[src/hdl/sw8n1_pkg.sv]
`timescale 1ns / 1ps
`default_nettype none
package sw8n1_pkg;

    // parameter defaults
    localparam int SYNC_BITS_DEF   = 20;
    localparam int FRAME_CHARS_DEF = 51;
    localparam int MAX_RUN_DEF     = 15;

    // fixed character format and limits
    localparam int CHAR_BITS = 10;
    localparam int FLUSH_CAP = 19;
    localparam int RUN_W     = 4;
    localparam int BYTE_W    = 8;
    localparam int SYNC_W    = 20;
    localparam int FLUSH_W   = 9;
    localparam int CFG_W     = 20;
    localparam int CFG_IDX_W = 2;
    localparam int S_DATA_W  = 8;
    localparam int M_DATA_W  = 8;
    localparam int M_USER_W  = 2;

    localparam logic [BYTE_W-1:0] DROP_BYTE = 8'hAA;
    localparam logic [3:0]        POS_STOP  = 4'(CHAR_BITS - 1);

    // register reset values
    localparam logic [SYNC_W-1:0]  RST_SYNC  = 20'd175275;
    localparam logic               RST_AUTO  = 1'b0;
    localparam logic               RST_INV   = 1'b0;
    localparam logic [FLUSH_W-1:0] RST_FLUSH = 9'd320;

    // register indexes
    typedef enum logic [CFG_IDX_W-1:0] {
        CFG_SYNC  = 2'd0,
        CFG_AUTO  = 2'd1,
        CFG_INV   = 2'd2,
        CFG_FLUSH = 2'd3
    } t_cfg_idx;

    // control into the frame assembler
    typedef struct packed {
        logic step;
        logic bit_val;
        logic start;
        logic flush;
    } t_frm_ctl;

    // status out of the frame assembler
    typedef struct packed {
        logic              in_frame;
        logic              emit_due;
        logic [BYTE_W-1:0] byte_val;
        logic              last;
        logic              keep;
        logic              over_thr;
    } t_frm_sts;

    // sync matcher result for the next window
    typedef struct packed {
        logic hit;
        logic inv_hit;
    } t_sync_sts;

endpackage
`default_nettype wire

[src/hdl/sw8n1_sync.sv]
`timescale 1ns / 1ps
`default_nettype none
module sw8n1_sync #(
    parameter int SYNC_BITS = sw8n1_pkg::SYNC_BITS_DEF
) (
    input  logic                         i_clk,
    input  logic                         i_rst_n,
    input  logic                         i_shift,
    input  logic                         i_bit,
    input  logic                         i_auto,
    input  logic [sw8n1_pkg::SYNC_W-1:0] i_pattern,
    output sw8n1_pkg::t_sync_sts         o_sts
);
    import sw8n1_pkg::*;

    localparam int FW = $clog2(SYNC_BITS + 1);
    localparam logic [FW-1:0] FILL_FULL = FW'(SYNC_BITS);

    logic [SYNC_BITS-1:0]        r_win;
    logic [SYNC_BITS-1:0]        n_win;
    logic [FW-1:0]               r_fill;
    logic [FW-1:0]               n_fill;
    logic [SYNC_BITS+SYNC_W-1:0] w_pat_x;
    logic [SYNC_BITS-1:0]        w_pat;
    logic                        w_full;

    // pattern fitted to the window width
    assign w_pat_x = {{SYNC_BITS{1'b0}}, i_pattern};
    assign w_pat   = w_pat_x[SYNC_BITS-1:0];

    // window after this bit, oldest bit at the top
    assign n_win  = {r_win[SYNC_BITS-2:0], i_bit};
    assign n_fill = (r_fill == FILL_FULL) ? r_fill : r_fill + 1'b1;
    assign w_full = (n_fill == FILL_FULL);

    // match on the shifted window
    assign o_sts.hit     = w_full && (n_win == w_pat);
    assign o_sts.inv_hit = i_auto && w_full && (n_win == ~w_pat);

    always_ff @(posedge i_clk) begin
        if (!i_rst_n) begin
            r_win  <= '0;
            r_fill <= '0;
        end else if (i_shift) begin
            r_win  <= n_win;
            r_fill <= n_fill;
        end
    end

endmodule
`default_nettype wire

[src/hdl/sw8n1_frame.sv]
`timescale 1ns / 1ps
`default_nettype none
module sw8n1_frame #(
    parameter int FRAME_CHARS = sw8n1_pkg::FRAME_CHARS_DEF
) (
    input  logic                          i_clk,
    input  logic                          i_rst_n,
    input  sw8n1_pkg::t_frm_ctl           i_ctl,
    input  logic [sw8n1_pkg::FLUSH_W-1:0] i_flush_min,
    output sw8n1_pkg::t_frm_sts           o_sts
);
    import sw8n1_pkg::*;

    localparam int FRAME_LEN  = FRAME_CHARS * CHAR_BITS;
    localparam int FBW        = $clog2(FRAME_LEN);
    localparam int CMP_W      = (FBW > FLUSH_W) ? FBW : FLUSH_W;
    localparam int CW         = $clog2(FRAME_CHARS);
    localparam int FLOOR      = (FRAME_CHARS > FLUSH_CAP) ?
                                (FRAME_CHARS - FLUSH_CAP) * CHAR_BITS - 1 : 0;
    localparam logic [CMP_W-1:0] FLOOR_V   = CMP_W'(FLOOR);
    localparam logic [CW-1:0]    LAST_CHAR = CW'(FRAME_CHARS - 1);

    logic              r_in_frame;
    logic              r_sent;
    logic [FBW-1:0]    r_fbc;
    logic [3:0]        r_pos;
    logic [CW-1:0]     r_char;
    logic [BYTE_W-1:0] r_data;

    logic [CMP_W-1:0]  w_fbc_x;
    logic [CMP_W-1:0]  w_min_x;
    logic [CMP_W-1:0]  w_thr;
    logic              w_last;
    logic              w_keep;
    logic [2:0]        w_idx;

    // flush threshold with its floor
    assign w_fbc_x = CMP_W'(r_fbc);
    assign w_min_x = CMP_W'(i_flush_min);
    assign w_thr   = (w_min_x < FLOOR_V) ? FLOOR_V : w_min_x;

    assign w_last = (r_char == LAST_CHAR);
    assign w_keep = r_sent || (r_data != DROP_BYTE);
    assign w_idx  = 3'(r_pos - 4'd1);

    assign o_sts.in_frame = r_in_frame;
    assign o_sts.emit_due = r_in_frame && (r_pos == POS_STOP);
    assign o_sts.byte_val = r_data;
    assign o_sts.last     = w_last;
    assign o_sts.keep     = w_keep;
    assign o_sts.over_thr = r_in_frame && (w_fbc_x > w_thr);

    // character assembly, one bit per step, one slot per flush step
    always_ff @(posedge i_clk) begin
        if (!i_rst_n) begin
            r_in_frame <= 1'b0;
            r_sent     <= 1'b0;
            r_fbc      <= '0;
            r_pos      <= '0;
            r_char     <= '0;
            r_data     <= '0;
        end else if (i_ctl.start) begin
            r_in_frame <= 1'b1;
            r_sent     <= 1'b0;
            r_fbc      <= '0;
            r_pos      <= '0;
            r_char     <= '0;
            r_data     <= '0;
        end else if (i_ctl.step && r_in_frame) begin
            r_fbc <= r_fbc + 1'b1;
            if (r_pos == POS_STOP) begin
                r_pos  <= '0;
                r_data <= '0;
                if (w_keep) begin
                    r_sent <= 1'b1;
                end
                if (w_last) begin
                    r_in_frame <= 1'b0;
                    r_sent     <= 1'b0;
                    r_fbc      <= '0;
                    r_char     <= '0;
                end else begin
                    r_char <= r_char + 1'b1;
                end
            end else begin
                r_pos <= r_pos + 1'b1;
                if (r_pos inside {[4'd1:4'd8]}) begin
                    r_data[w_idx] <= i_ctl.bit_val;
                end
            end
        end else if (i_ctl.flush) begin
            r_data <= '0;
            if (w_keep) begin
                r_sent <= 1'b1;
            end
            if (w_last) begin
                r_in_frame <= 1'b0;
                r_sent     <= 1'b0;
                r_fbc      <= '0;
                r_pos      <= '0;
                r_char     <= '0;
            end else begin
                r_char <= r_char + 1'b1;
            end
        end
    end

endmodule
`default_nettype wire

[src/hdl/sync_word_8n1_frame_deframer.sv]
// a run of n bits is accepted while idle, then shifted one bit per cycle unless the output stalls
// a data byte is in the output register the cycle after its stop bit is shifted
// input ready only while idle: a new run is taken once the last is shifted or flushed
// the bit-serial shifters take one bit per cycle; output stalls hold them
// synchronous active-low reset: searching for sync, window empty, registers at defaults
`timescale 1ns / 1ps
`default_nettype none
module sync_word_8n1_frame_deframer #(
    parameter int SYNC_BITS   = sw8n1_pkg::SYNC_BITS_DEF,
    parameter int FRAME_CHARS = sw8n1_pkg::FRAME_CHARS_DEF,
    parameter int MAX_RUN     = sw8n1_pkg::MAX_RUN_DEF
) (
    input  logic                            i_clk,
    input  logic                            i_rst_n,
    // slave side
    input  logic                            i_s_tvalid,
    output logic                            o_s_tready,
    input  logic [sw8n1_pkg::S_DATA_W-1:0]  i_s_tdata,  // line_level, run_bits[3:0]
    // master side
    output logic                            o_m_tvalid,
    input  logic                            i_m_tready,
    output logic [sw8n1_pkg::M_DATA_W-1:0]  o_m_tdata,  // byte_value[7:0]
    output logic                            o_m_tlast,  // last_in_frame
    output logic [sw8n1_pkg::M_USER_W-1:0]  o_m_tuser,  // cut_short, polarity_now
    // configuration write port
    input  logic                            i_cfg_we,
    input  logic [sw8n1_pkg::CFG_IDX_W-1:0] i_cfg_idx,
    input  logic [sw8n1_pkg::CFG_W-1:0]     i_cfg_data
);
    import sw8n1_pkg::*;

    localparam int RUN_LIM = (MAX_RUN < 15) ? MAX_RUN : 15;
    localparam logic [RUN_W-1:0] RUN_LIM_V = RUN_W'(RUN_LIM);

    typedef enum logic [2:0] {
        ST_IDLE  = 3'b001,
        ST_RUN   = 3'b010,
        ST_FLUSH = 3'b100
    } t_state;

    t_state             r_state;
    t_state             n_state;
    logic [RUN_W-1:0]   r_cnt;
    logic               r_bit;
    logic               r_pol;
    logic [SYNC_W-1:0]  r_sync;
    logic               r_auto;
    logic [FLUSH_W-1:0] r_flush;

    logic               r_m_valid;
    logic [BYTE_W-1:0]  r_m_byte;
    logic               r_m_last;
    logic               r_m_cut;
    logic               r_m_pol;

    logic [RUN_W-1:0]   w_run_raw;
    logic [RUN_W-1:0]   w_run;
    logic               w_in_acc;
    logic               w_out_free;
    logic               w_step;
    logic               w_fstep;
    logic               w_flip;
    logic               w_emit;

    t_frm_ctl           w_ctl;
    t_frm_sts           w_sts;
    t_sync_sts          w_sync;

    // input fields with run length clamp
    assign w_run_raw = i_s_tdata[RUN_W:1];
    assign w_run     = (w_run_raw > RUN_LIM_V) ? RUN_LIM_V : w_run_raw;

    // handshake and step enables
    assign o_s_tready = (r_state == ST_IDLE);
    assign w_in_acc   = i_s_tvalid && (r_state == ST_IDLE);
    assign w_out_free = !r_m_valid || i_m_tready;
    assign w_step     = (r_state == ST_RUN) && !(w_sts.emit_due && !w_out_free);
    assign w_fstep    = (r_state == ST_FLUSH) && w_out_free;

    // frame start on sync, polarity flip on inverted sync
    assign w_ctl.step    = w_step;
    assign w_ctl.bit_val = r_bit;
    assign w_ctl.start   = w_step && !w_sts.in_frame && (w_sync.hit || w_sync.inv_hit);
    assign w_ctl.flush   = w_fstep;
    assign w_flip        = w_step && !w_sts.in_frame && !w_sync.hit && w_sync.inv_hit;
    assign w_emit        = ((w_step && w_sts.emit_due) || w_fstep) && w_sts.keep;

    sw8n1_sync #(
        .SYNC_BITS (SYNC_BITS)
    ) u_sync (
        .i_clk     (i_clk),
        .i_rst_n   (i_rst_n),
        .i_shift   (w_step),
        .i_bit     (r_bit),
        .i_auto    (r_auto),
        .i_pattern (r_sync),
        .o_sts     (w_sync)
    );

    sw8n1_frame #(
        .FRAME_CHARS (FRAME_CHARS)
    ) u_frame (
        .i_clk       (i_clk),
        .i_rst_n     (i_rst_n),
        .i_ctl       (w_ctl),
        .i_flush_min (r_flush),
        .o_sts       (w_sts)
    );

    // sequencer
    always_comb begin
        n_state = r_state;
        case (r_state)
            ST_IDLE: begin
                if (w_in_acc) begin
                    if (w_run == '0) begin
                        if (w_sts.over_thr) begin
                            n_state = ST_FLUSH;
                        end
                    end else begin
                        n_state = ST_RUN;
                    end
                end
            end
            ST_RUN: begin
                if (w_step && (r_cnt == 4'd1)) begin
                    n_state = ST_IDLE;
                end
            end
            ST_FLUSH: begin
                if (w_fstep && w_sts.last) begin
                    n_state = ST_IDLE;
                end
            end
            default: begin
                n_state = ST_IDLE;
            end
        endcase
    end

    // control state, run counter, polarity and registers
    always_ff @(posedge i_clk) begin
        if (!i_rst_n) begin
            r_state <= ST_IDLE;
            r_cnt   <= '0;
            r_bit   <= 1'b0;
            r_pol   <= RST_INV;
            r_sync  <= RST_SYNC;
            r_auto  <= RST_AUTO;
            r_flush <= RST_FLUSH;
        end else begin
            r_state <= n_state;
            if (w_in_acc) begin
                r_cnt <= w_run;
                r_bit <= i_s_tdata[0] ^ r_pol;
            end else if (w_step) begin
                r_cnt <= r_cnt - 1'b1;
            end
            if (i_cfg_we) begin
                case (t_cfg_idx'(i_cfg_idx))
                    CFG_SYNC:  r_sync  <= i_cfg_data[SYNC_W-1:0];
                    CFG_AUTO:  r_auto  <= i_cfg_data[0];
                    CFG_INV:   r_pol   <= i_cfg_data[0];
                    CFG_FLUSH: r_flush <= i_cfg_data[FLUSH_W-1:0];
                    default:   r_auto  <= r_auto;
                endcase
            end else if (w_flip) begin
                r_pol <= ~r_pol;
            end
        end
    end

    // output register valid
    always_ff @(posedge i_clk) begin
        if (!i_rst_n) begin
            r_m_valid <= 1'b0;
        end else if (w_emit) begin
            r_m_valid <= 1'b1;
        end else if (i_m_tready) begin
            r_m_valid <= 1'b0;
        end
    end

    // output register payload
    always_ff @(posedge i_clk) begin
        if (w_emit) begin
            r_m_byte <= w_sts.byte_val;
            r_m_last <= w_sts.last;
            r_m_cut  <= w_fstep;
            r_m_pol  <= r_pol;
        end
    end

    assign o_m_tvalid = r_m_valid;
    assign o_m_tdata  = r_m_byte;
    assign o_m_tlast  = r_m_last;
    assign o_m_tuser  = {r_m_pol, r_m_cut};

endmodule
`default_nettype wire

[config.mk]
export PLATFORM = sky130hd
export DESIGN_NAME = sync_word_8n1_frame_deframer
export DESIGN_NICKNAME = d
export VERILOG_FILES = /design/src/hdl/sw8n1_pkg.sv /design/src/hdl/sw8n1_sync.sv /design/src/hdl/sw8n1_frame.sv /design/src/hdl/sync_word_8n1_frame_deframer.sv
export SDC_FILE = /design/constraint.sdc
export NUM_CORES = 1
export LEC_CHECK = 0
export BUFFER_PORTS_ARGS = -buffer_cell sky130_fd_sc_hd__buf_2
export CELL_PAD_IN_SITES_DETAIL_PLACEMENT = 2
export CELL_PAD_IN_SITES_GLOBAL_PLACEMENT = 2
export CORE_UTILIZATION = 30
export CTS_CLUSTER_SIZE = 20
export DETAILED_ROUTE_END_ITERATION = 12
export GPL_TIMING_DRIVEN = 0
export PLACE_DENSITY_LB_ADDON = 0.3
export SETUP_SLACK_MARGIN = 0.02
export SYNTH_ARGS = -nofsm -noshare
export SYNTH_HDL_FRONTEND = slang
export SYNTH_HIERARCHICAL = 1
export SYNTH_SLANG_ARGS = --single-unit
[constraint.sdc]
create_clock -name i_clk -period 4.2 [get_ports i_clk]
set_clock_uncertainty 0.05 [all_clocks]
set_input_delay 0.42 -clock i_clk [delete_from_list [all_inputs] [get_ports i_clk]]
set_output_delay 0.42 -clock i_clk [all_outputs]
set_load 0.01 [all_outputs]
==> flow_summary.json <==
{
  "status": "finished clean",
  "ys_top_cells_by_area": "dfxtp_1, nand2_1, edfxtp_1",
  "p_leak_uw": 0.00228,
  "synthesis.nets": 640,
  "yosys.area.top_type": "dfxtp_1",
  "grt_pass1_vias": 4938,
  "cts_made_buffers": 9,
  "critPathMaxStageDelay_ps": 540,
  "slowest_stage": "or4_1",
  "maxCapViolations": 0,
  "rsz0062_at_grt": "no",
  "grt_max_degree": 17,
  "postRouteAntennaNets": 0,
  "wl_um": 15300,
  "async_flop_share_pct": 0,
  "crit_family": "simple AND/OR/NAND/NOR gates",
  "p_per_area_mw_per_mm2": 329,
  "whs_ps": 221,
  "drive_gt1_share_pct": 14.3,
  "max_clock_freq_mhz": 258,
  "postCtsResizedCells": 0,
  "ir_drop_uv": 199,
  "fillCellCount": 1903,
  "synth_area_mm2": 0.00526,
  "yosys_warnings": 6,
  "clk_pin_slew_ps": 70,
  "die_h_um": 134,
  "synth_edf_count": 11,
  "crit_fanout": 10,
  "cts_max_path_buffers": 2,
  "path_buf_inv": 1,
  "clock_latency_ps": 360,
  "synth_common_cells": "nand2_1, dfxtp_1, nand3_1",
  "avgSynthCellArea_um2": 9.01,
  "yosysMostFrequentCell": "nand2_1",
  "gp_congestion": 0.843,
  "cp.arrival_ps": 4060,
  "syn_inst": 584,
  "finalMaxSlewViolations": 0,
  "nNetsFinal": 694,
  "netlist.area_leader.share_pct": 35.4,
  "seq_area_frac_synth_pct": 41.7,
  "design.die.area_mm2": 0.0181,
  "path_cells": "xnor2_1, or4_1, or4_1, nor4_2, nor2_1, nor3_1, nand2b_1, clkbuf_1, a211oi_1, a21oi_1, mux2i_1",
  "min_path_type": "primary input to register",
  "synth_ff_type": "dfxtp_1",
  "fp.dieW_um": 134,
  "start_util_pct": 30.5,
  "fin_crit_sh_pct": 92.2,
  "drt_iter0_drc": 134,
  "grt_overflow_total": 0,
  "clock-sinks": 104,
  "pre_cts_ws_ps": 366,
  "port_buffers": 43,
  "post_cts_buffers": 0,
  "required_ps": 4390,
  "layout_setup_ws_ps": 329,
  "cts_hold_buf": 0,
  "core-area_mm2": 0.0172,
  "dp_hpwl_um": 11700,
  "crit_path_end_kind": "register",
  "dr_total_vias": 4426,
  "grt_pass1_wl_um": 25100,
  "cp-start-kind": "register",
  "cts_tree": "built",
  "area_delta_synth_final_pct": 14.8,
  "clock-root-buffer": "clkbuf_16",
  "vias_per_cell": 5.09,
  "fin_setup_tns_ps": 0,
  "maxSlewHeadroom_pct": 43.1,
  "grt_antenna_before_repair": 1,
  "hold_viol": 0,
  "grt_use_total_pct": 17.9,
  "final.min_clock_period_ps": 3870,
  "wl_per_cell_um": 17.6,
  "rows": 48,
  "drt-pass1-iter-count": 4,
  "io_pins": 48,
  "worst_pin_slew_ps": 849,
  "ys_types": 65,
  "drc": 0,
  "setup_viol": 0,
  "cp_common_cell": "or4_1",
  "critPathKind": "register to register",
  "h-tree-depth": 3,
  "synth-seq-cells": 104
}
==> cells in the final DEF (no fill, tap or decap), types with 5 or more instances in the layout <==
master     netlist  layout
clkbuf_16        0       9
a32o_1           9       9
nor3_1          11      11
nor4bb_1         5       5
mux2i_1         25      25
nand4_1          9       9
buf_2            9      52
a31oi_1          7       7
nand2_1         99      99
clkbuf_1         9      10
edfxtp_1        11      11
xnor2_1         16      16
a21oi_1         22      22
dfxtp_1         93      93
o21a_1           6       6
a21boi_0        16      16
and2_1           6       6
or4_1            5       5
inv_1           18      18
nor2_1          27      27
buf_4            5       5
nor2b_1         28      28
ha_1            21      21
xor2_1          13      13
o21ai_0         13      13
nand3_1         31      31
==> logic make-up after synthesis <==
family,after synthesis,share of synthesized area [%]
AND/OR/NAND/NOR,258,25.5
buffers and inverters,45,4.07
AO/OA/AOI/OAI,96,12.8
adder cells (fa/ha/maj),21,5.00
other,1,0.0713
multiplexers,30,6.02
flip-flops,104,41.7
XOR/XNOR,29,4.83
==> metal layers <==
| metal | track usage, % | part of all wire [%] | vias to the layer above | wire, um |
|---|---|---|---|---|
| li1 | - | - | 2159 | - |
| met1 | 19.1 | 41 | 2206 | 6320 |
| met4 | 6.80 | 1.7 | 0 | 255 |
| met3 | 3.21 | 2.0 | 19 | 302 |
| met2 | 34.5 | 55 | 42 | 8430 |
| met5 | 0 | 0 | - | 0 |
==> power by group <==
group          leakage (uW)  internal (uW)  switching [uW]
clock              0.000139            418             389
combinational       0.00126           61.5            83.7
sequential         0.000876           1020            18.3
total               0.00228           1500             491
==> metrics by stage <==
stage	area, um2	instances	total power [uW]	util (%)
after CTS	6030	868	2020	35.0
final	6040	869	1990	35.0
after global routing	6040	869	2070	35.0
after detailed placement	5760	852	1210	33.4
after global placement	5760	852	1200	33.4
after floorplan	5260	584	1150	-
==> final cells by class <==
type	instances	area (um2)	area share [%]
diodes	1	2.50	0.0414
well taps	225	282	4.66
multi-input cells	435	2860	47.3
repair buffers	43	215	3.56
clock buffers	11	243	4.02
clock inverters	5	32.5	0.539
plain buffers	26	143	2.36
flip-flops and latches	104	2190	36.3
inverters	19	71.3	1.18
==> worst reg2reg max path, delay by kind of cell, from the launching register on <==
| kind | cells | cell delay (ps) |
|---|---|---|
| xor+xnor | 1 | 150 |
| flops | 1 | 450 |
| buf+inv | 1 | 430 |
| compound gates | 2 | 420 |
| simple gates | 6 | 2160 |
| mux | 1 | 80 |
==> state kept, by name, indices dropped and copies added (netlist names), 3 cells and up <==
name	count
o_m_tdata	8
r_cnt	4
r_flush	9
r_state	3
r_sync	20
u_frame/r_char	6
u_frame/r_data	8
u_frame/r_fbc	9
u_frame/r_pos	4
u_sync/r_fill	5
u_sync/r_win	19
==> path summary, 6_finish.rpt <==
kind                             startpoint                       endpoint  slack, ps  cells past startpoint
max                      r_bit$_SDFFE_PN0P_  u_frame/r_fbc[2]$_SDFFE_PP0P_        330                     11
min                          i_cfg_data[17]        r_sync[17]$_SDFFE_PN1P_        220                      3
max reg2reg              r_bit$_SDFFE_PN0P_  u_frame/r_fbc[2]$_SDFFE_PP0P_        330                     11
min reg2reg  u_frame/r_data[7]$_SDFFE_PP0P_         o_m_tdata[7]$_DFFE_PP_        420                      0
No activity file was read; power rests on OpenSTA's default activity.
